### src/hdl/pcx_rle_row_decoder_unit_macros.svh
// assertion macros for the pcx run-length row decoder
`ifndef PCX_RLE_ROW_DECODER_UNIT_MACROS_SVH
`define PCX_RLE_ROW_DECODER_UNIT_MACROS_SVH

// same-cycle implication, disabled during reset
`define PCX_ASSERT_NOW(label, clk, rst_n, ante, cons, msg) \
    label: assert property (@(posedge clk) disable iff (!rst_n) (ante) |-> (cons)) \
        else $error(msg);

// next-cycle implication, disabled during reset
`define PCX_ASSERT_NEXT(label, clk, rst_n, ante, cons, msg) \
    label: assert property (@(posedge clk) disable iff (!rst_n) (ante) |=> (cons)) \
        else $error(msg);

`endif

### src/hdl/pcx_rle_pkg.sv
// shared types and constants of the pcx run-length row decoder
`default_nettype none

package pcx_rle_pkg;

    localparam int BYTE_W = 8;
    localparam int RUN_W  = 6;
    localparam int BPL_W  = 15;

    localparam logic [BPL_W-1:0]  BPL_RESET   = 15'd640;
    localparam logic [BYTE_W-1:0] MARKER_MASK = 8'hC0;
    localparam logic [BYTE_W-1:0] COUNT_MASK  = 8'h3F;

    localparam int CMDQ_DEPTH = 2;

    // one queued command: a value and how many pixels it makes (1..63)
    typedef struct packed {
        logic [BYTE_W-1:0] value;
        logic [RUN_W-1:0]  count;
    } cmd_t;

    typedef struct packed {
        logic full;
        logic empty;
    } q_stat_t;

endpackage

`default_nettype wire

### src/hdl/pcx_rle_row_decoder_unit.sv
// top level of the pcx run-length row decoder
//
//  channel  | direction | handshake           | contents
//  s_*      | in        | s_tvalid / s_tready | s_tdata[7:0] = data_byte
//  m_*      | out       | m_tvalid / m_tready | m_tdata[7:0] = pixel, tlast, tuser
//  cfg_*    | in        | cfg_valid/cfg_ready | cfg_data[14:0] = bytes_per_line
//
// literal and marker bytes are taken one per cycle while the queue has room; a run
// of n pixels leaves the output register one pixel a cycle while m_tready is high
// the command queue holds two entries by default; input stalls only when it is full
// reset: bytes_per_line = 640, no marker pending, output empty
// the output register holds its word until m_tready is seen
// a config word is taken only while the queue and output register are empty
`default_nettype none

`include "pcx_rle_row_decoder_unit_macros.svh"

module pcx_rle_row_decoder_unit
    import pcx_rle_pkg::*;
#(
    parameter int QUEUE_DEPTH = CMDQ_DEPTH
)
(
    input  wire logic             clk,
    input  wire logic             rst_n,
    input  wire logic             s_tvalid,
    output logic                  s_tready,
    input  wire logic [7:0]       s_tdata,   // [7:0] data_byte
    output logic                  m_tvalid,
    input  wire logic             m_tready,
    output logic [7:0]            m_tdata,   // [7:0] pixel
    output logic                  m_tlast,   // last_of_run
    output logic                  m_tuser,   // [0] row_end
    input  wire logic             cfg_valid,
    output logic                  cfg_ready,
    input  wire logic [BPL_W-1:0] cfg_data
);

    cmd_t    push_cmd;
    cmd_t    head;
    q_stat_t q_stat;
    logic    push;
    logic    pop;
    logic    cfg_we;

    // the row length is only reconfigured once every queued pixel is out
    assign cfg_ready = q_stat.empty && !m_tvalid;
    assign cfg_we    = cfg_valid && cfg_ready;

    pcx_rle_front u_front (
        .clk      (clk),
        .rst_n    (rst_n),
        .in_valid (s_tvalid),
        .in_ready (s_tready),
        .in_byte  (s_tdata),
        .q_stat   (q_stat),
        .push     (push),
        .push_cmd (push_cmd)
    );

    pcx_rle_cmdq #(
        .DEPTH (QUEUE_DEPTH)
    ) u_cmdq (
        .clk      (clk),
        .rst_n    (rst_n),
        .push     (push),
        .push_cmd (push_cmd),
        .pop      (pop),
        .head     (head),
        .stat     (q_stat)
    );

    pcx_rle_back u_back (
        .clk       (clk),
        .rst_n     (rst_n),
        .cfg_we    (cfg_we),
        .cfg_bpl   (cfg_data),
        .head      (head),
        .q_stat    (q_stat),
        .pop       (pop),
        .out_valid (m_tvalid),
        .out_ready (m_tready),
        .out_pixel (m_tdata),
        .out_last  (m_tlast),
        .out_end   (m_tuser)
    );

    `PCX_ASSERT_NOW(a_q_full_empty, clk, rst_n, 1'b1,
        !(q_stat.full && q_stat.empty), "queue both full and empty")
    `PCX_ASSERT_NOW(a_pop_nonempty, clk, rst_n, pop, !q_stat.empty, "pop from empty queue")
    `PCX_ASSERT_NEXT(a_row_end_once, clk, rst_n, m_tvalid && m_tready && m_tuser && !m_tlast,
        !(m_tvalid && m_tuser), "row end flagged twice in one run")

endmodule

`default_nettype wire

### src/hdl/pcx_rle_front.sv
// front end: takes encoded bytes, holds run markers, issues commands
`default_nettype none

module pcx_rle_front
    import pcx_rle_pkg::*;
(
    input  wire logic              clk,
    input  wire logic              rst_n,
    input  wire logic              in_valid,
    output logic                   in_ready,
    input  wire logic [BYTE_W-1:0] in_byte,
    input  wire q_stat_t           q_stat,
    output logic                   push,
    output cmd_t                   push_cmd
);

    logic             pending_reg, pending_next;
    logic [RUN_W-1:0] run_reg, run_next;
    logic             accept;
    logic             is_marker;

    assign in_ready  = !q_stat.full;
    assign accept    = in_valid && in_ready;
    // a byte right after a marker is always a value
    assign is_marker = !pending_reg && ((in_byte & MARKER_MASK) == MARKER_MASK);

    always_comb
    begin
        pending_next   = pending_reg;
        run_next       = run_reg;
        push           = 1'b0;
        push_cmd.value = in_byte;
        push_cmd.count = RUN_W'(1);
        if (pending_reg && (run_reg > RUN_W'(1)))
        begin
            push_cmd.count = run_reg;
        end
        if (accept)
        begin
            if (is_marker)
            begin
                pending_next = 1'b1;
                run_next     = RUN_W'(in_byte & COUNT_MASK);
            end
            else
            begin
                pending_next = 1'b0;
                run_next     = '0;
                push         = 1'b1;
            end
        end
    end

    always_ff @(posedge clk or negedge rst_n)
    begin
        if (!rst_n)
        begin
            pending_reg <= 1'b0;
            run_reg     <= '0;
        end
        else
        begin
            pending_reg <= pending_next;
            run_reg     <= run_next;
        end
    end

endmodule

`default_nettype wire

### src/hdl/pcx_rle_cmdq.sv
// short command queue between front and back end
`default_nettype none

module pcx_rle_cmdq
    import pcx_rle_pkg::*;
#(
    parameter int DEPTH = CMDQ_DEPTH
)
(
    input  wire logic clk,
    input  wire logic rst_n,
    input  wire logic push,
    input  wire cmd_t push_cmd,
    input  wire logic pop,
    output cmd_t      head,
    output q_stat_t   stat
);

    localparam int PTR_W = (DEPTH > 1) ? $clog2(DEPTH) : 1;
    localparam int CNT_W = $clog2(DEPTH + 1);

    cmd_t             mem_reg [DEPTH];
    logic [PTR_W-1:0] wr_ptr_reg, wr_ptr_next;
    logic [PTR_W-1:0] rd_ptr_reg, rd_ptr_next;
    logic [CNT_W-1:0] cnt_reg, cnt_next;
    logic             do_push, do_pop;

    assign stat.full  = (cnt_reg == CNT_W'(DEPTH));
    assign stat.empty = (cnt_reg == '0);
    assign do_push    = push && !stat.full;
    assign do_pop     = pop && !stat.empty;
    assign head       = mem_reg[rd_ptr_reg];

    always_comb
    begin
        wr_ptr_next = wr_ptr_reg;
        rd_ptr_next = rd_ptr_reg;
        cnt_next    = cnt_reg;
        if (do_push)
        begin
            wr_ptr_next = (wr_ptr_reg == PTR_W'(DEPTH - 1)) ? '0 : wr_ptr_reg + PTR_W'(1);
        end
        if (do_pop)
        begin
            rd_ptr_next = (rd_ptr_reg == PTR_W'(DEPTH - 1)) ? '0 : rd_ptr_reg + PTR_W'(1);
        end
        if (do_push && !do_pop)
        begin
            cnt_next = cnt_reg + CNT_W'(1);
        end
        else if (do_pop && !do_push)
        begin
            cnt_next = cnt_reg - CNT_W'(1);
        end
    end

    always_ff @(posedge clk)
    begin
        if (do_push)
        begin
            mem_reg[wr_ptr_reg] <= push_cmd;
        end
    end

    always_ff @(posedge clk or negedge rst_n)
    begin
        if (!rst_n)
        begin
            wr_ptr_reg <= '0;
            rd_ptr_reg <= '0;
            cnt_reg    <= '0;
        end
        else
        begin
            wr_ptr_reg <= wr_ptr_next;
            rd_ptr_reg <= rd_ptr_next;
            cnt_reg    <= cnt_next;
        end
    end

endmodule

`default_nettype wire

### src/hdl/pcx_rle_back.sv
// back end: expands commands into pixels and tracks the scanline
`default_nettype none

module pcx_rle_back
    import pcx_rle_pkg::*;
(
    input  wire logic             clk,
    input  wire logic             rst_n,
    input  wire logic             cfg_we,
    input  wire logic [BPL_W-1:0] cfg_bpl,
    input  wire cmd_t             head,
    input  wire q_stat_t          q_stat,
    output logic                  pop,
    output logic                  out_valid,
    input  wire logic             out_ready,
    output logic [BYTE_W-1:0]     out_pixel,
    output logic                  out_last,
    output logic                  out_end
);

    logic [BPL_W-1:0]  bpl_reg, bpl_next;
    logic [BPL_W-1:0]  row_left_reg, row_left_next;
    logic [RUN_W-1:0]  cnt_reg, cnt_next;
    logic              ended_reg, ended_next;
    logic              valid_reg, valid_next;
    logic [BYTE_W-1:0] pixel_reg, pixel_next;
    logic              last_reg, last_next;
    logic              end_reg, end_next;
    logic              fire;
    logic              is_last;
    logic              end_px;

    assign fire    = !q_stat.empty && (!valid_reg || out_ready);
    assign is_last = ((cnt_reg + RUN_W'(1)) == head.count);
    // a counter of zero acts as one
    assign end_px  = !ended_reg && (row_left_reg <= BPL_W'(1));
    assign pop     = fire && is_last;

    always_comb
    begin
        bpl_next      = bpl_reg;
        row_left_next = row_left_reg;
        cnt_next      = cnt_reg;
        ended_next    = ended_reg;
        valid_next    = valid_reg;
        pixel_next    = pixel_reg;
        last_next     = last_reg;
        end_next      = end_reg;
        if (valid_reg && out_ready)
        begin
            valid_next = 1'b0;
        end
        if (fire)
        begin
            valid_next = 1'b1;
            pixel_next = head.value;
            last_next  = is_last;
            end_next   = end_px;
            if (is_last)
            begin
                cnt_next   = '0;
                ended_next = 1'b0;
                // reload once the row has ended, overshoot is dropped
                if (ended_reg || end_px)
                begin
                    row_left_next = bpl_reg;
                end
                else
                begin
                    row_left_next = row_left_reg - BPL_W'(1);
                end
            end
            else
            begin
                cnt_next   = cnt_reg + RUN_W'(1);
                ended_next = ended_reg || end_px;
                if (!ended_reg && !end_px)
                begin
                    row_left_next = row_left_reg - BPL_W'(1);
                end
            end
        end
        if (cfg_we)
        begin
            bpl_next      = cfg_bpl;
            row_left_next = cfg_bpl;
        end
    end

    always_ff @(posedge clk or negedge rst_n)
    begin
        if (!rst_n)
        begin
            bpl_reg      <= BPL_RESET;
            row_left_reg <= BPL_RESET;
            cnt_reg      <= '0;
            ended_reg    <= 1'b0;
            valid_reg    <= 1'b0;
        end
        else
        begin
            bpl_reg      <= bpl_next;
            row_left_reg <= row_left_next;
            cnt_reg      <= cnt_next;
            ended_reg    <= ended_next;
            valid_reg    <= valid_next;
        end
    end

    always_ff @(posedge clk)
    begin
        pixel_reg <= pixel_next;
        last_reg  <= last_next;
        end_reg   <= end_next;
    end

    assign out_valid = valid_reg;
    assign out_pixel = pixel_reg;
    assign out_last  = last_reg;
    assign out_end   = end_reg;

endmodule

`default_nettype wire
### config.mk
export PLATFORM = sky130hd
export DESIGN_NAME = pcx_rle_row_decoder_unit
export DESIGN_NICKNAME = d
export VERILOG_FILES = /design/src/hdl/pcx_rle_pkg.sv /design/src/hdl/pcx_rle_row_decoder_unit.sv /design/src/hdl/pcx_rle_front.sv /design/src/hdl/pcx_rle_cmdq.sv /design/src/hdl/pcx_rle_back.sv
export VERILOG_INCLUDE_DIRS = /design/src /design/src/hdl
export SDC_FILE = /design/constraint.sdc
export NUM_CORES = 1
export LEC_CHECK = 0
export ABC_AREA = 1
export BUFFER_PORTS_ARGS = -buffer_cell sky130_fd_sc_hd__buf_2
export CORE_MARGIN = 2
export CORE_UTILIZATION = 60
export CTS_CLUSTER_DIAMETER = 40
export CTS_CLUSTER_SIZE = 40
export DETAILED_ROUTE_END_ITERATION = 10
export GPL_ROUTABILITY_DRIVEN = 0
export PLACE_DENSITY = 0.8
export SLEW_MARGIN = 20
export SYNTH_ARGS = -nofsm -noshare
export SYNTH_HDL_FRONTEND = slang
export SYNTH_HIERARCHICAL = 1
export SYNTH_SLANG_ARGS = --single-unit
### constraint.sdc
create_clock -name clk -period 2.7 [get_ports clk]
set_input_delay 0.54 -clock clk [delete_from_list [all_inputs] [get_ports clk]]
set_output_delay 0.54 -clock clk [all_outputs]
set_load 0.05 [all_outputs]
# Word level (Yosys, flattened, before mapping)

Memories as Yosys holds them, arrays and structs flattened.
Cells that the tools add are included.

$lt $le $gt $ge: 2
$add $sub $neg: 6
Reductions and logical operators: 30
Equal/unequal tests: 3
Mux-type cells: 20

Operators with widths:

| cell                  | count |
|---|---|
| $mux 15               | 5 |
| $mux 6                | 3 |
| $le 15x1->1 const B   | 1 |
| $sub 15x1->15 const B | 1 |
| $logic_and 1x1->1     | 14 |
| $mux 1                | 10 |
| $logic_not 1->1       | 8 |
| $add 6x1->6 const B   | 1 |
| $eq 6x6->1            | 1 |
| $gt 6x1->1 const B    | 1 |
| $reduce_bool 2->1     | 3 |
| $eq 2x2->1 const B    | 2 |
| $mux 2                | 2 |
| $reduce_bool 3->1     | 1 |
| $add 1x1->1 const B   | 2 |
| $add 2x1->2 const B   | 1 |
| $logic_not 2->1       | 1 |
| $logic_or 1x1->1      | 2 |
| $reduce_and 2->1      | 1 |
| $sub 2x1->2 const B   | 1 |

Register bits: 59
Output and inout bits: 13
Memories: 1
RAM bits: 28
Logic and storage cells: 75

Memories:

| name           | depth | width | rd ports | clocked after memory_dff | wr ports | line               | RTL |
|---|---|---|---|---|---|---|---|
| u_cmdq.mem_reg | 2     | 14    | 1        | 0                        | 1        | pcx_rle_cmdq.sv:22 | `cmd_t mem_reg [DEPTH];` |

# Logic depth before layout (Yosys ltp)

Gate-level depths: netlist of run 1.

Word-level depth: 9
Mapped depth: 21
Mapped depth without buffers: 18

# Hierarchy

Netlist of run 1, hierarchy kept.

By module, submodules not included:

| module                   | area an instance (sq um) | cells an instance | times used | seq. area each (sq um) |
|---|---|---|---|---|
| pcx_rle_back             | 3,029.2                  | 410               | 1          | 1,256.2 |
| pcx_rle_cmdq             | 1,256.2                  | 105               | 1          | 940.9 |
| pcx_rle_front            | 446.7                    | 58                | 1          | 175.2 |
| pcx_rle_row_decoder_unit | 23.8                     | 5                 | 1          | 0.0 |

# Worst setup path after synthesis of run 1

No wires, ideal clock.

Path type: register to register
From: register u_cmdq.rd_ptr_reg
To: register u_cmdq.cnt_reg[1]
Cell stages (with the launch flop): 21
Data arrival time: 2.331 ns
Path buffers: 3
Clock period less this slack: 2.448 ns
Setup slack: 0.252 ns
Required time: 2.583 ns
Library setup time: 0.117 ns
Cells stage by stage: dfrtp_1 -> clkbuf_2 -> inv_2 -> buf_6 -> nand2_1 -> nand2_1 -> inv_1 -> nand2_1 -> nand2_1 -> nor2_1 -> nand3_1 -> nor2_2 -> nand2_4 -> buf_2 -> nor2_1 -> o21ai_0 -> ha_1 -> inv_1 -> nand3_1 -> nand2_1 -> nand2_1

RTL lines:

| what                     | line               | RTL |
|---|---|---|
| start: declaration       | pcx_rle_cmdq.sv:24 | `logic [PTR_W-1:0] rd_ptr_reg, rd_ptr_next;` |
| start signal: assignment | pcx_rle_cmdq.sv:76 | `rd_ptr_reg <= rd_ptr_next;` |
| end signal: assignment   | pcx_rle_cmdq.sv:77 | `cnt_reg <= cnt_next;` |
| end: declaration         | pcx_rle_cmdq.sv:25 | `logic [CNT_W-1:0] cnt_reg, cnt_next;` |

# Final worst setup path of run 1

From: register u_back.cnt_reg[0]
To: register u_cmdq.cnt_reg[1]

Longest elaborated chain between the ends: 7

RTL lines:

| what                                               | line                           | RTL |
|---|---|---|
| start: declaration                                 | pcx_rle_back.sv:23             | `logic [RUN_W-1:0] cnt_reg, cnt_next;` |
| start signal: assignment                           | pcx_rle_back.sv:104            | `cnt_reg <= cnt_next;` |
| $add 6x1->6 (*)                                    | pcx_rle_back.sv:34             | `assign is_last = ((cnt_reg + RUN_W'(1)) == head.count);` |
| $eq 6x6->1 (*)                                     | pcx_rle_back.sv:34             |  |
| $logic_and 1x1->1 (*)                              | pcx_rle_back.sv:37             | `assign pop = fire && is_last;` |
| named net pop                                      | pcx_rle_row_decoder_unit.sv:43 | `logic pop;` |
| $logic_and 1x1->1 (*)                              | pcx_rle_cmdq.sv:31             | `assign do_pop = pop && !stat.empty;` |
| $logic_not 1->1                                    | pcx_rle_cmdq.sv:47             | `if (do_push && !do_pop)` |
| $logic_and 1x1->1                                  | pcx_rle_cmdq.sv:47             |  |
| $mux 2 / $reduce_bool 2->1 (equally long branches) | -                              |  |

Mark *: on every way through the listed nets, which the timed path passes. The rest lies on a longest branch.
A chain may end at the register's enable or synchronous reset.

==> qor.json, run 1 <==
{
  "logic_synthesis": {
    "dominantRegCellSynth": "sky130_fd_sc_hd__dfrtp_1",
    "async_flop_share_pct": 56.3,
    "most_instantiated_cells_after_synthesis": "sky130_fd_sc_hd__nand2_1, sky130_fd_sc_hd__inv_1, sky130_fd_sc_hd__dfrtp_1",
    "yosys_warnings": 6,
    "seq_area_frac_synth_pct": 49.9,
    "synth.lib_cells_used.distinct": 32,
    "post_synthesis_cells": 578,
    "postSynthNetCount": 610,
    "synthDominantCellAreaShare_pct": 24.0,
    "synth.top_cells.by_area": "sky130_fd_sc_hd__edfxtp_1, sky130_fd_sc_hd__dfrtp_1, sky130_fd_sc_hd__nand2_1",
    "yosys.cell_count.top_type": "sky130_fd_sc_hd__nand2_1",
    "synth-edff-count": 38,
    "postSynthAreaPerCell_sq_um": 8.23,
    "post_synthesis_cell_type_with_the_largest_combined_area": "sky130_fd_sc_hd__edfxtp_1",
    "synth_seq_cells": 87,
    "syn-cell-area_sq_um": 4760
  },
  "floorplanning": {
    "fp-row-count": 32,
    "io_pins": 41,
    "die-height_um": 93.0,
    "dieWidth_um": 93.0,
    "design.die.area_sq_um": 8650,
    "starting_utilization_of_the_core_area_pct": 61.9,
    "coreArea_sq_um": 7690
  },
  "cells_and_area": {
    "utilization_pct": 67.0,
    "drive_above_1_share_pct": 18.3,
    "design.final.nets": 645,
    "area.growth.synth_to_final_pct": 8.31,
    "largest_register_ffs": 28,
    "antenna_cells": 0,
    "final_cell_area_sq_um": 5150
  },
  "pwr": {
    "vdd.ir_drop.worst_mv": 0.633,
    "leakage_power_of_the_design_nw": 2.60,
    "powerDensity_nw_per_um2": 1170
  },
  "drt": {
    "antenna_violating_nets_post_route": 0,
    "wl_per_cell_um": 13.6,
    "detailedRoute.firstPassIterationCount": 5,
    "routed-via-count": 3849,
    "wl_mm": 9.76,
    "vias_per_cell": 5.35,
    "drc": 0,
    "drt_iter0_drc": 208
  },
  "cts": {
    "cts.hold.buffers_added": 0,
    "clock_sink_count": 87,
    "cts_tree": "built",
    "cts_setup_buffers": 0,
    "source_to_sink_clock_delay_at_the_later_pin_of_the_worst_skew_pair_ps": 350,
    "cts_h_tree_depth": 3,
    "path_clk_slew_ps": 100,
    "cts-resized-gates": 0,
    "worst_case_clock_buffer_depth": 2,
    "numCtsBuffers": 9,
    "clock-root-buffer": "sky130_fd_sc_hd__clkbuf_8"
  },
  "grt": {
    "grt_max_degree": 27,
    "grt.total_usage_pct": 23.9,
    "globalRoute.totalOverflow": 0,
    "grt_pass1_vias": 3544,
    "global_route_wire_length_before_repair_mm": 16.2,
    "number_of_antenna_violations_at_the_first_check_in_global_routing": 0
  },
  "worst_setup_path": {
    "crit_path_start_kind": "register",
    "worst-endpoint-required_ps": 2950,
    "end_kind": "register",
    "worstPathArrival_ps": 2730,
    "critPathMaxFanout": 10,
    "critical_path_class": "register to register"
  },
  "timing": {
    "fmaxAchievable_mhz": 403,
    "setup_total_negative_slack_ps": 0,
    "fin_crit_ps": 2480,
    "rsz0062_at_grt": "no",
    "timing.max_slew.rel_slack_pct": 55.6,
    "setup_viol_count_final": 0,
    "final_clock_period_utilization_by_the_worst_path_pct": 91.8,
    "slew_viol_final": 0,
    "tightestPinTransition_ps": 666,
    "hold_viol_final": 0,
    "final.setup_skew_ps": 8.60,
    "fin_ws_ps": 221
  },
  "job": {
    "maxCapViolations": 0
  },
  "outcome": {
    "status": "finished clean"
  },
  "placed_design": {
    "post-dp-hpwl_mm": 6.82,
    "dp_slack_ps": 247,
    "dp_area_sq_um": 4960,
    "port-buffer-count": 40
  },
  "min_path": {
    "worst_hold_path_type": "input pin to async pin"
  }
}
[critical path: stages (launching register included)]
cell and delay [ps]:
sky130_fd_sc_hd__dfrtp_1 540, sky130_fd_sc_hd__ha_1 310, sky130_fd_sc_hd__nand2_2 100, sky130_fd_sc_hd__nand2_2 100, sky130_fd_sc_hd__nand2_1 60, sky130_fd_sc_hd__nand2_1 60, sky130_fd_sc_hd__nand3_1 80, sky130_fd_sc_hd__nor2_2 150
sky130_fd_sc_hd__nand2_4 50, sky130_fd_sc_hd__nor2_1 120, sky130_fd_sc_hd__o21ai_0 150, sky130_fd_sc_hd__ha_1 360, sky130_fd_sc_hd__inv_1 80, sky130_fd_sc_hd__nand3_1 90, sky130_fd_sc_hd__nand2_1 70, sky130_fd_sc_hd__nand2_1 50
[where the power goes]
| part | total (mW) | switching [mW] | internal (mW) |
|---|---|---|---|
| registers | 2.33 | 0.392 | 1.94 |
| clock network | 0.895 | 0.528 | 0.367 |
| logic | 2.79 | 1.90 | 0.890 |
| total | 6.02 | 2.82 | 3.19 |
[stage by stage]
stage,power [mW],cells,hold slack [ps]
final,6.02,720,209
after global routing,6.47,720,237
after CTS,6.00,720,227
after detailed placement,5.09,704,459
after global placement,4.97,704,456
after floorplan,4.54,578,244
[logic make-up (layout without fill, tap and decap cells)]
logic type,Yosys count,after routing,share of synthesized area [%]
simple gates,331,331,30.2
flops,87,87,49.9
buf+inv,90,130,9.31
compound gates,56,56,7.73
xor+xnor,10,10,1.84
fa+ha+maj,4,4,1.05
[placed cells by master, fill, tap and decap left out, types with 5 or more instances in the layout]
cell,instances
sky130_fd_sc_hd__nand2_2,10
sky130_fd_sc_hd__nand2_1,222
sky130_fd_sc_hd__clkbuf_8,9
sky130_fd_sc_hd__edfxtp_1,38
sky130_fd_sc_hd__inv_1,59
sky130_fd_sc_hd__inv_2,5
sky130_fd_sc_hd__nand3_1,36
sky130_fd_sc_hd__buf_4,10
sky130_fd_sc_hd__a21oi_1,8
sky130_fd_sc_hd__dfrtp_1,45
sky130_fd_sc_hd__buf_2,40
sky130_fd_sc_hd__nor2_2,8
sky130_fd_sc_hd__xor2_1,7
sky130_fd_sc_hd__nor2_1,38
sky130_fd_sc_hd__o21ai_0,30
sky130_fd_sc_hd__nand4_1,5
sky130_fd_sc_hd__a21boi_2,10
[layout make-up]
type                    count  area, sq um
multi-input cells         401         1940
well taps                 102          128
flip-flops and latches     87         2370
clock inverters             7         71.3
inverters                  64          240
fillers                   618         2540
repair buffers             50          275
clock buffers               9          124
[path summary, 6_finish.rpt]
kind                              startpoint                      to  slack, ps  cells after the start
max                        u_back/cnt_reg[0]       u_cmdq/cnt_reg[1]        220                     15
min                                    rst_n       u_back/cnt_reg[4]        210                      1
max reg2reg                u_back/cnt_reg[0]       u_cmdq/cnt_reg[1]        220                     15
min reg2reg                u_back/bpl_reg[1]       u_back/bpl_reg[1]        480                      2
max in group asynchronous              rst_n  u_back/row_left_reg[7]       1780                      2
min in group clk                  s_tdata[6]   u_cmdq/mem_reg[1][12]        390                      1
[routing by layer]
| layer | vias up | routed length, um | track usage [%] |
|---|---|---|---|
| met5 | - | 0 | 0 |
| met4 | 0 | 146 | 8.70 |
| met3 | 15 | 607 | 4.19 |
| met2 | 144 | 4510 | 37.0 |
| met1 | 1801 | 4490 | 34.3 |
| li1 | 1889 | - | - |
Note: power is estimated with default switching activity, not from simulation.
==> run 2, diff against run 1 <==
- clock period: 2.7 -> 2.65 ns (I/O delays scaled with it)
==> qor.json, run 2 (same netlist as run 1, synthesis figures left out) <==
{
  "worst_setup_path": {
    "crit_path_start_kind": {"value": "register", "change": "unchanged"},
    "critical-path-top-cell-by-count": {"value": "sky130_fd_sc_hd__nand2_1", "change": "unchanged"},
    "path_delay_family": {"value": "simple AND/OR/NAND/NOR gates", "change": "unchanged"},
    "rr_startpoint": {"value": "u_back/cnt_reg[1]", "change": "was u_back/cnt_reg[0]"},
    "critical_path_class": {"value": "register to register", "change": "unchanged"},
    "end_kind": {"value": "register", "change": "unchanged"},
    "regToRegSetupSlack": {"value": 230, "unit": "ps", "change": "was 220 ps"},
    "cp-startpoint": {"value": "u_back/cnt_reg[1]", "change": "was u_back/cnt_reg[0]"},
    "timing.critical_path.slowest_stage_cell": {"value": "sky130_fd_sc_hd__dfrtp_1", "change": "unchanged"},
    "crit_cells": {"value": 15, "change": "unchanged"},
    "worst-endpoint-required": {"value": 2910, "unit": "ps", "change": "was 2950 ps"},
    "reg2reg_to": {"value": "u_cmdq/cnt_reg[1]", "change": "unchanged"},
    "critical_path_buf_inv_count": {"value": 2, "change": "was 1"},
    "critPathMaxFanout": {"value": 5, "change": "was 10"},
    "crit_chain": {"value": "ha_1 -> inv_1 -> nand2_1 -> nand2_1 -> nor2_1 -> nand3_1 -> nor2_2 -> nand2_4 -> nor2_1 -> o21ai_0 -> ha_1 -> inv_1 -> nand3_1 -> nand2_1 -> nand2_1", "change": "was ha_1 -> nand2_2 -> nand2_2 -> nand2_1 -> nand2_1 -> nand3_1 -> nor2_2 -> nand2_4 -> nor2_1 -> o21ai_0 -> ha_1 -> inv_1 -> nand3_1 -> nand2_1 -> nand2_1"},
    "endpoint": {"value": "u_cmdq/cnt_reg[1]", "change": "unchanged"},
    "worstPathArrival": {"value": 2680, "unit": "ps", "change": "was 2730 ps"},
    "max_stage_delay": {"value": 460, "unit": "ps", "change": "was 540 ps"},
    "r2r.worst_path.cells": {"value": 15, "change": "unchanged"}
  },
  "cts": {
    "cts.hold.buffers_added": {"value": 0, "change": "unchanged"},
    "source_to_sink_clock_delay_at_the_later_pin_of_the_worst_skew_pair": {"value": 360, "unit": "ps", "change": "was 350 ps"},
    "cts_tree": {"value": "built", "change": "unchanged"},
    "numCtsBuffers": {"value": 9, "change": "unchanged"},
    "clock_sink_count": {"value": 87, "change": "unchanged"},
    "worst_case_clock_buffer_depth": {"value": 2, "change": "unchanged"},
    "path_clk_slew": {"value": 100, "unit": "ps", "change": "about the same"},
    "cts_h_tree_depth": {"value": 3, "change": "unchanged"},
    "clock-root-buffer": {"value": "sky130_fd_sc_hd__clkbuf_8", "change": "unchanged"}
  },
  "pwr": {
    "vdd.ir_drop.worst": {"value": 0.818, "unit": "mV", "change": "was 0.633 mV"},
    "powerDensity": {"value": 1200, "unit": "nW/um^2", "change": "was 1170 nW/um^2"},
    "p_comb_share": {"value": 47.2, "unit": "%", "change": "was 46.4%"},
    "power.share.switching": {"value": 47.0, "unit": "%", "change": "was 46.9%"},
    "p_total": {"value": 6.25, "unit": "mW", "change": "was 6.02 mW"},
    "clockPowerShare": {"value": 15.1, "unit": "%", "change": "was 14.9%"},
    "power.share.sequential": {"value": 37.7, "unit": "%", "change": "was 38.7%"},
    "p_int": {"value": 3.31, "unit": "mW", "change": "was 3.19 mW"},
    "net-switching-power": {"value": 2.94, "unit": "mW", "change": "was 2.82 mW"},
    "leakage_power_of_the_design": {"value": 2.63, "unit": "nW", "change": "was 2.60 nW"}
  },
  "drt": {
    "topRoutingLayerUsed": {"value": "met4", "change": "unchanged"},
    "antenna_violating_nets_post_route": {"value": 0, "change": "unchanged"},
    "wl": {"value": 10.0, "unit": "mm", "change": "was 9.76 mm"},
    "drt_iter0_drc": {"value": 231, "change": "was 208"},
    "met3_length": {"value": 687, "unit": "um", "change": "was 607 um"},
    "route.met2.wl": {"value": 4.68, "unit": "mm", "change": "was 4.51 mm"},
    "wl_per_cell": {"value": 13.8, "unit": "um", "change": "was 13.6 um"},
    "vias_per_cell": {"value": 5.27, "change": "was 5.35"},
    "routed-via-count": {"value": 3824, "change": "was 3,849"},
    "wl_met1": {"value": 4.56, "unit": "mm", "change": "was 4.49 mm"},
    "detailedRoute.firstPassIterationCount": {"value": 5, "change": "unchanged"},
    "drc": {"value": 0, "change": "unchanged"}
  },
  "floorplanning": {
    "fp-row-count": {"value": 32, "change": "unchanged"},
    "dieWidth": {"value": 93.0, "unit": "um", "change": "unchanged"},
    "io_pins": {"value": 41, "change": "unchanged"},
    "coreArea": {"value": 7690, "unit": "sq um", "change": "unchanged"},
    "design.die.area": {"value": 8650, "unit": "sq um", "change": "unchanged"},
    "starting_utilization_of_the_core_area": {"value": 61.9, "unit": "%", "change": "unchanged"},
    "die-height": {"value": 93.0, "unit": "um", "change": "unchanged"}
  },
  "cells_and_area": {
    "layout.cells.most_common_list": {"value": "sky130_fd_sc_hd__nand2_1, sky130_fd_sc_hd__inv_1, sky130_fd_sc_hd__dfrtp_1", "change": "unchanged"},
    "multiInputGateArea": {"value": 1940, "unit": "sq um", "change": "unchanged"},
    "final_cell_area": {"value": 5210, "unit": "sq um", "change": "was 5150 sq um"},
    "area.growth.synth_to_final": {"value": 9.47, "unit": "%", "change": "was 8.31%"},
    "seqCellArea": {"value": 2370, "unit": "sq um", "change": "about the same"},
    "antenna_cells": {"value": 0, "change": "unchanged"},
    "nFillCells": {"value": 621, "change": "was 618"},
    "largest_register_ffs": {"value": 28, "change": "unchanged"},
    "fin_cells": {"value": 725, "change": "was 720"},
    "layout_commonest_cell": {"value": "sky130_fd_sc_hd__nand2_1", "change": "unchanged"},
    "design.final.nets": {"value": 650, "change": "was 645"},
    "drive_above_1_share": {"value": 19.3, "unit": "%", "change": "was 18.3%"}
  },
  "placed_design": {
    "dp_area": {"value": 4960, "unit": "sq um", "change": "unchanged"},
    "post-dp-hpwl": {"value": 7.06, "unit": "mm", "change": "was 6.82 mm"},
    "place_inst": {"value": 704, "change": "unchanged"},
    "port-buffer-count": {"value": 40, "change": "unchanged"},
    "dp_slack": {"value": 194, "unit": "ps", "change": "was 247 ps"}
  },
  "timing": {
    "fmaxAchievable": {"value": 414, "unit": "MHz", "change": "was 403 MHz"},
    "fin_crit": {"value": 2420, "unit": "ps", "change": "was 2480 ps"},
    "timing.max_slew.rel_slack": {"value": 55.4, "unit": "%", "change": "was 55.6%"},
    "rsz0062_at_grt": {"value": "no", "change": "unchanged"},
    "final.setup_skew": {"value": 9.82, "unit": "ps", "change": "was 8.60 ps"},
    "setup_viol_count_final": {"value": 0, "change": "unchanged"},
    "final_clock_period_utilization_by_the_worst_path": {"value": 91.1, "unit": "%", "change": "was 91.8%"},
    "hold_viol_final": {"value": 0, "change": "unchanged"},
    "tightestPinTransition": {"value": 669, "unit": "ps", "change": "was 666 ps"},
    "slew_viol_final": {"value": 0, "change": "unchanged"},
    "setup_total_negative_slack": {"value": 0, "unit": "ps", "change": "unchanged"},
    "fin_ws": {"value": 235, "unit": "ps", "change": "was 221 ps"}
  },
  "grt": {
    "global_route_wire_length_before_repair": {"value": 16.7, "unit": "mm", "change": "was 16.2 mm"},
    "grt_max_degree": {"value": 27, "change": "unchanged"},
    "number_of_antenna_violations_at_the_first_check_in_global_routing": {"value": 0, "change": "unchanged"},
    "grt.total_usage": {"value": 24.5, "unit": "%", "change": "was 23.9%"},
    "grt_pass1_vias": {"value": 3666, "change": "was 3,544"},
    "globalRoute.totalOverflow": {"value": 0, "change": "unchanged"}
  },
  "job": {
    "maxCapViolations": {"value": 0, "change": "unchanged"}
  },
  "outcome": {
    "status": {"value": "finished clean", "change": "unchanged"}
  },
  "min_path": {
    "worst_hold_path_type": {"value": "input pin to async pin", "change": "unchanged"}
  }
}
## run 2: cell types whose count changed in the layout (fill, tap and decap cells not counted), sizes merged
cell / delta
inv: -1
buf: +5
clkinv: +1
## run 2: worst reg2reg max path, delay by kind of cell, from the launching register on
family                   cells  cell delay [ps]
AND/OR/NAND/NOR             10              910
adder cells (fa/ha/maj)      2              660
flip-flops                   1              460
buffers and inverters        2              140
AO/OA/AOI/OAI                1              130
## run 2: how the worst min path moves through the flow
stage,from,endpoint
2_1_floorplan,rst_n,u_back/bpl_reg[0]
3_3_place_gp,u_back/bpl_reg[0],u_back/bpl_reg[0]
3_5_place_dp,u_back/bpl_reg[1],u_back/bpl_reg[1]
4_1_cts,rst_n,u_back/cnt_reg[2]
5_1_grt,rst_n,u_front/run_reg[1]
6_report,rst_n,u_back/cnt_reg[4]
## run 2: layout make-up
class                   instances  area share (%)
clock buffers                   9            2.38
clock inverters                 7            1.66
inverters                      64            4.61
multi-input cells             401            37.3
flip-flops and latches         87            45.6
well taps                     102            2.45
repair buffers                 55            6.01
## run 2: power by group through the flow
stage          registers [mW]  logic, mW  clock network (mW)
5_1_grt                  2.41       3.32                1.01
3_3_place_gp             2.36       2.70                   0
2_1_floorplan            2.51       2.12                   0
3_5_place_dp             2.39       2.84                   0
4_1_cts                  2.36       2.86               0.961
6_report                 2.36       2.95               0.940
## run 2: layer usage
| layer | track usage [%] | vias up |
|---|---|---|
| met2 | 39.9 | 121 |
| met3 | 3.87 | 16 |
| met1 | 34.7 | 1784 |
| met5 | 0 | - |
| li1 | - | 1903 |
| met4 | 6.86 | 0 |
## run 2: repair_timing
item                                    4_1_cts  5_1_grt
gates resized for setup                       0        2
hold endpoints to repair                      0        0
endpoints found under the setup margin        0        1
buffers inserted                              0        5
## run 2: stage by stage
step	hold WS (ps)	util, %
final	192	67.7
after global routing	224	67.7
after CTS	194	67.2
after detailed placement	468	64.5
after global placement	456	64.5
after floorplan	234	-
==> run 3, diff against run 2 <==
- CELL_PAD_IN_SITES_DETAIL_PLACEMENT: not set -> 0
- CELL_PAD_IN_SITES_GLOBAL_PLACEMENT: not set -> 1
- CORE_UTILIZATION: 60 -> 49
- PLACE_DENSITY: 0.8 -> not set
- PLACE_DENSITY_LB_ADDON: not set -> 0.1
- clock period: 2.65 -> 2.9 ns (I/O delays scaled with it)
==> qor.json, run 3 (same netlist as run 1, synthesis figures left out) <==
{
  "worst_setup_path": {
    "end_kind": {"value": "register", "change": "unchanged"},
    "critPathMaxFanout": {"value": 10, "change": "was 5"},
    "rr_startpoint": {"value": "u_back/cnt_reg[0]", "change": "was u_back/cnt_reg[1]"},
    "critical_path_class": {"value": "register to register", "change": "unchanged"},
    "worstPathArrival": {"value": 2650, "unit": "ps", "change": "was 2680 ps"},
    "r2r.worst_path.cells": {"value": 16, "change": "was 15"},
    "crit_path_start_kind": {"value": "register", "change": "unchanged"},
    "regToRegSetupSlack": {"value": 510, "unit": "ps", "change": "was 230 ps"},
    "worst-endpoint-required": {"value": 3160, "unit": "ps", "change": "was 2910 ps"},
    "reg2reg_to": {"value": "u_cmdq/cnt_reg[1]", "change": "unchanged"}
  },
  "floorplanning": {
    "coreArea": {"value": 9330, "unit": "sq um", "change": "was 7690 sq um"},
    "io_pins": {"value": 41, "change": "unchanged"},
    "dieWidth": {"value": 103, "unit": "um", "change": "was 93.0 um"},
    "die-height": {"value": 103, "unit": "um", "change": "was 93.0 um"},
    "design.die.area": {"value": 10500, "unit": "sq um", "change": "was 8650 sq um"},
    "starting_utilization_of_the_core_area": {"value": 51.0, "unit": "%", "change": "was 61.9%"},
    "fp-row-count": {"value": 35, "change": "was 32"}
  },
  "cts": {
    "worst_case_clock_buffer_depth": {"value": 2, "change": "unchanged"},
    "numCtsBuffers": {"value": 9, "change": "unchanged"},
    "cts_h_tree_depth": {"value": 3, "change": "unchanged"},
    "cts-resized-gates": {"value": 0, "change": "unchanged"},
    "cts_setup_buffers": {"value": 0, "change": "unchanged"},
    "cts.hold.buffers_added": {"value": 0, "change": "unchanged"},
    "clock-root-buffer": {"value": "sky130_fd_sc_hd__clkbuf_8", "change": "unchanged"},
    "clock_sink_count": {"value": 87, "change": "unchanged"},
    "source_to_sink_clock_delay_at_the_later_pin_of_the_worst_skew_pair": {"value": 360, "unit": "ps", "change": "about the same"},
    "path_clk_slew": {"value": 100, "unit": "ps", "change": "about the same"},
    "cts_tree": {"value": "built", "change": "unchanged"}
  },
  "timing": {
    "hold_viol_final": {"value": 0, "change": "unchanged"},
    "timing.max_slew.rel_slack": {"value": 56.8, "unit": "%", "change": "was 55.4%"},
    "tightestPinTransition": {"value": 648, "unit": "ps", "change": "was 669 ps"},
    "rsz0062_at_grt": {"value": "no", "change": "unchanged"},
    "final_clock_period_utilization_by_the_worst_path": {"value": 82.4, "unit": "%", "change": "was 91.1%"},
    "setup_total_negative_slack": {"value": 0, "unit": "ps", "change": "unchanged"},
    "final.setup_skew": {"value": 9.98, "unit": "ps", "change": "was 9.82 ps"},
    "fin_ws": {"value": 510, "unit": "ps", "change": "was 235 ps"},
    "slew_viol_final": {"value": 0, "change": "unchanged"},
    "fin_crit": {"value": 2390, "unit": "ps", "change": "was 2420 ps"},
    "setup_viol_count_final": {"value": 0, "change": "unchanged"},
    "fmaxAchievable": {"value": 418, "unit": "MHz", "change": "was 414 MHz"}
  },
  "cells_and_area": {
    "utilization": {"value": 55.7, "unit": "%", "change": "was 67.7%"},
    "layout_commonest_cell": {"value": "sky130_fd_sc_hd__nand2_1", "change": "unchanged"},
    "largest_register_ffs": {"value": 28, "change": "unchanged"},
    "layout.cells.most_common_list": {"value": "sky130_fd_sc_hd__nand2_1, sky130_fd_sc_hd__inv_1, sky130_fd_sc_hd__dfrtp_1", "change": "unchanged"},
    "area.growth.synth_to_final": {"value": 9.18, "unit": "%", "change": "was 9.47%"},
    "antenna_cells": {"value": 0, "change": "unchanged"},
    "drive_above_1_share": {"value": 18.2, "unit": "%", "change": "was 19.3%"},
    "design.final.nets": {"value": 644, "change": "was 650"}
  },
  "job": {
    "maxCapViolations": {"value": 0, "change": "unchanged"}
  },
  "pwr": {
    "p_comb_share": {"value": 46.5, "unit": "%", "change": "was 47.2%"},
    "power.share.sequential": {"value": 38.2, "unit": "%", "change": "was 37.7%"},
    "leakage_power_of_the_design": {"value": 2.60, "unit": "nW", "change": "was 2.63 nW"},
    "power.share.switching": {"value": 47.0, "unit": "%", "change": "about the same"},
    "powerDensity": {"value": 1080, "unit": "nW/um^2", "change": "was 1200 nW/um^2"},
    "net-switching-power": {"value": 2.65, "unit": "mW", "change": "was 2.94 mW"},
    "p_int": {"value": 2.98, "unit": "mW", "change": "was 3.31 mW"},
    "vdd.ir_drop.worst": {"value": 0.502, "unit": "mV", "change": "was 0.818 mV"},
    "p_total": {"value": 5.62, "unit": "mW", "change": "was 6.25 mW"},
    "clockPowerShare": {"value": 15.4, "unit": "%", "change": "was 15.1%"}
  },
  "grt": {
    "grt.total_usage": {"value": 20.6, "unit": "%", "change": "was 24.5%"},
    "number_of_antenna_violations_at_the_first_check_in_global_routing": {"value": 0, "change": "unchanged"},
    "global_route_met2_usage": {"value": 29.6, "unit": "%", "change": "was 39.9%"},
    "grt_pass1_vias": {"value": 3419, "change": "was 3,666"},
    "met3_usage": {"value": 2.98, "unit": "%", "change": "was 3.87%"},
    "globalRouteMet1Util": {"value": 32.2, "unit": "%", "change": "was 34.7%"},
    "globalRoute.totalOverflow": {"value": 0, "change": "unchanged"},
    "grt_max_degree": {"value": 50, "change": "was 27"},
    "grt.busiest_layer": {"value": "met1", "change": "was met2"},
    "global_route_wire_length_before_repair": {"value": 16.7, "unit": "mm", "change": "about the same"}
  },
  "placed_design": {
    "port-buffer-count": {"value": 40, "change": "unchanged"},
    "dp_slack": {"value": 507, "unit": "ps", "change": "was 194 ps"},
    "post-dp-hpwl": {"value": 6.91, "unit": "mm", "change": "was 7.06 mm"}
  },
  "drt": {
    "drt_iter0_drc": {"value": 170, "change": "was 231"},
    "wl": {"value": 9.90, "unit": "mm", "change": "was 10.0 mm"},
    "routed-via-count": {"value": 3628, "change": "was 3,824"},
    "drc": {"value": 0, "change": "unchanged"},
    "antenna_violating_nets_post_route": {"value": 0, "change": "unchanged"},
    "wl_per_cell": {"value": 13.3, "unit": "um", "change": "was 13.8 um"},
    "vias_per_cell": {"value": 4.86, "change": "was 5.27"},
    "detailedRoute.firstPassIterationCount": {"value": 6, "change": "was 5"}
  },
  "min_path": {
    "worst_hold_path_type": {"value": "input pin to async pin", "change": "unchanged"}
  },
  "outcome": {
    "status": {"value": "finished clean", "change": "unchanged"}
  }
}
[run 3: stage by stage]
step	hold slack (ps)	std cells	area, sq um
5_1_grt	356	746	5190
4_1_cts	333	746	5190
2_1_floorplan	284	578	4760
6_report	320	746	5190
3_5_place_dp	468	730	4980
3_3_place_gp	453	730	4980
[run 3: power by group through the flow]
stage / Clock [mW] / Combinational [mW] / Sequential [mW]
6_report: 0.864 / 2.61 / 2.15
5_1_grt: 0.954 / 2.96 / 2.20
4_1_cts: 0.898 / 2.63 / 2.15
3_5_place_dp: 0 / 2.62 / 2.17
3_3_place_gp: 0 / 2.56 / 2.15
2_1_floorplan: 0 / 1.94 / 2.29
[run 3: how the worst max path moves through the flow]
stage / startpoint / to / slack [ps] / depth (start not counted)
after floorplan: u_cmdq/rd_ptr_reg / u_cmdq/cnt_reg[1] / 450 / 20
after global placement: u_back/cnt_reg[0] / u_cmdq/cnt_reg[1] / 600 / 15
after detailed placement: u_back/cnt_reg[0] / u_cmdq/cnt_reg[1] / 510 / 16
after CTS: u_back/cnt_reg[0] / u_cmdq/cnt_reg[1] / 490 / 16
after global routing: u_back/cnt_reg[0] / u_cmdq/cnt_reg[1] / 270 / 15
final: u_back/cnt_reg[0] / u_cmdq/cnt_reg[1] / 510 / 16
[run 3: final cells by class]
cell class	instances	area (sq um)
clock buffers	9	124
clock inverters	7	86.3
fillers	902	4140
inverters	64	240
multi-input cells	401	1940
flip-flops and latches	87	2370
well taps	129	161
repair buffers	49	268
[run 3: critical path, cell delays in order (launching register included)]
cell and delay, ps:
sky130_fd_sc_hd__dfrtp_1 490, sky130_fd_sc_hd__ha_1 320, sky130_fd_sc_hd__inv_1 90, sky130_fd_sc_hd__nand2_2 70
sky130_fd_sc_hd__nand2_2 70, sky130_fd_sc_hd__nand2_1 50, sky130_fd_sc_hd__nand2_1 50, sky130_fd_sc_hd__nand3_1 80
sky130_fd_sc_hd__nor2_2 160, sky130_fd_sc_hd__nand2_4 50, sky130_fd_sc_hd__nor2_1 110, sky130_fd_sc_hd__o21ai_0 130
sky130_fd_sc_hd__ha_1 340, sky130_fd_sc_hd__inv_1 90, sky130_fd_sc_hd__nand3_1 70, sky130_fd_sc_hd__nand2_1 70
sky130_fd_sc_hd__nand2_1 50
[run 3: routing by layer]
metal | wire, um | vias to the layer above | part of all wire, %
li1 | - | 1884 | -
met1 | 5180 | 1659 | 52
met2 | 4160 | 72 | 42
met3 | 415 | 13 | 4.2
met4 | 138 | 0 | 1.4
met5 | 0 | - | 0
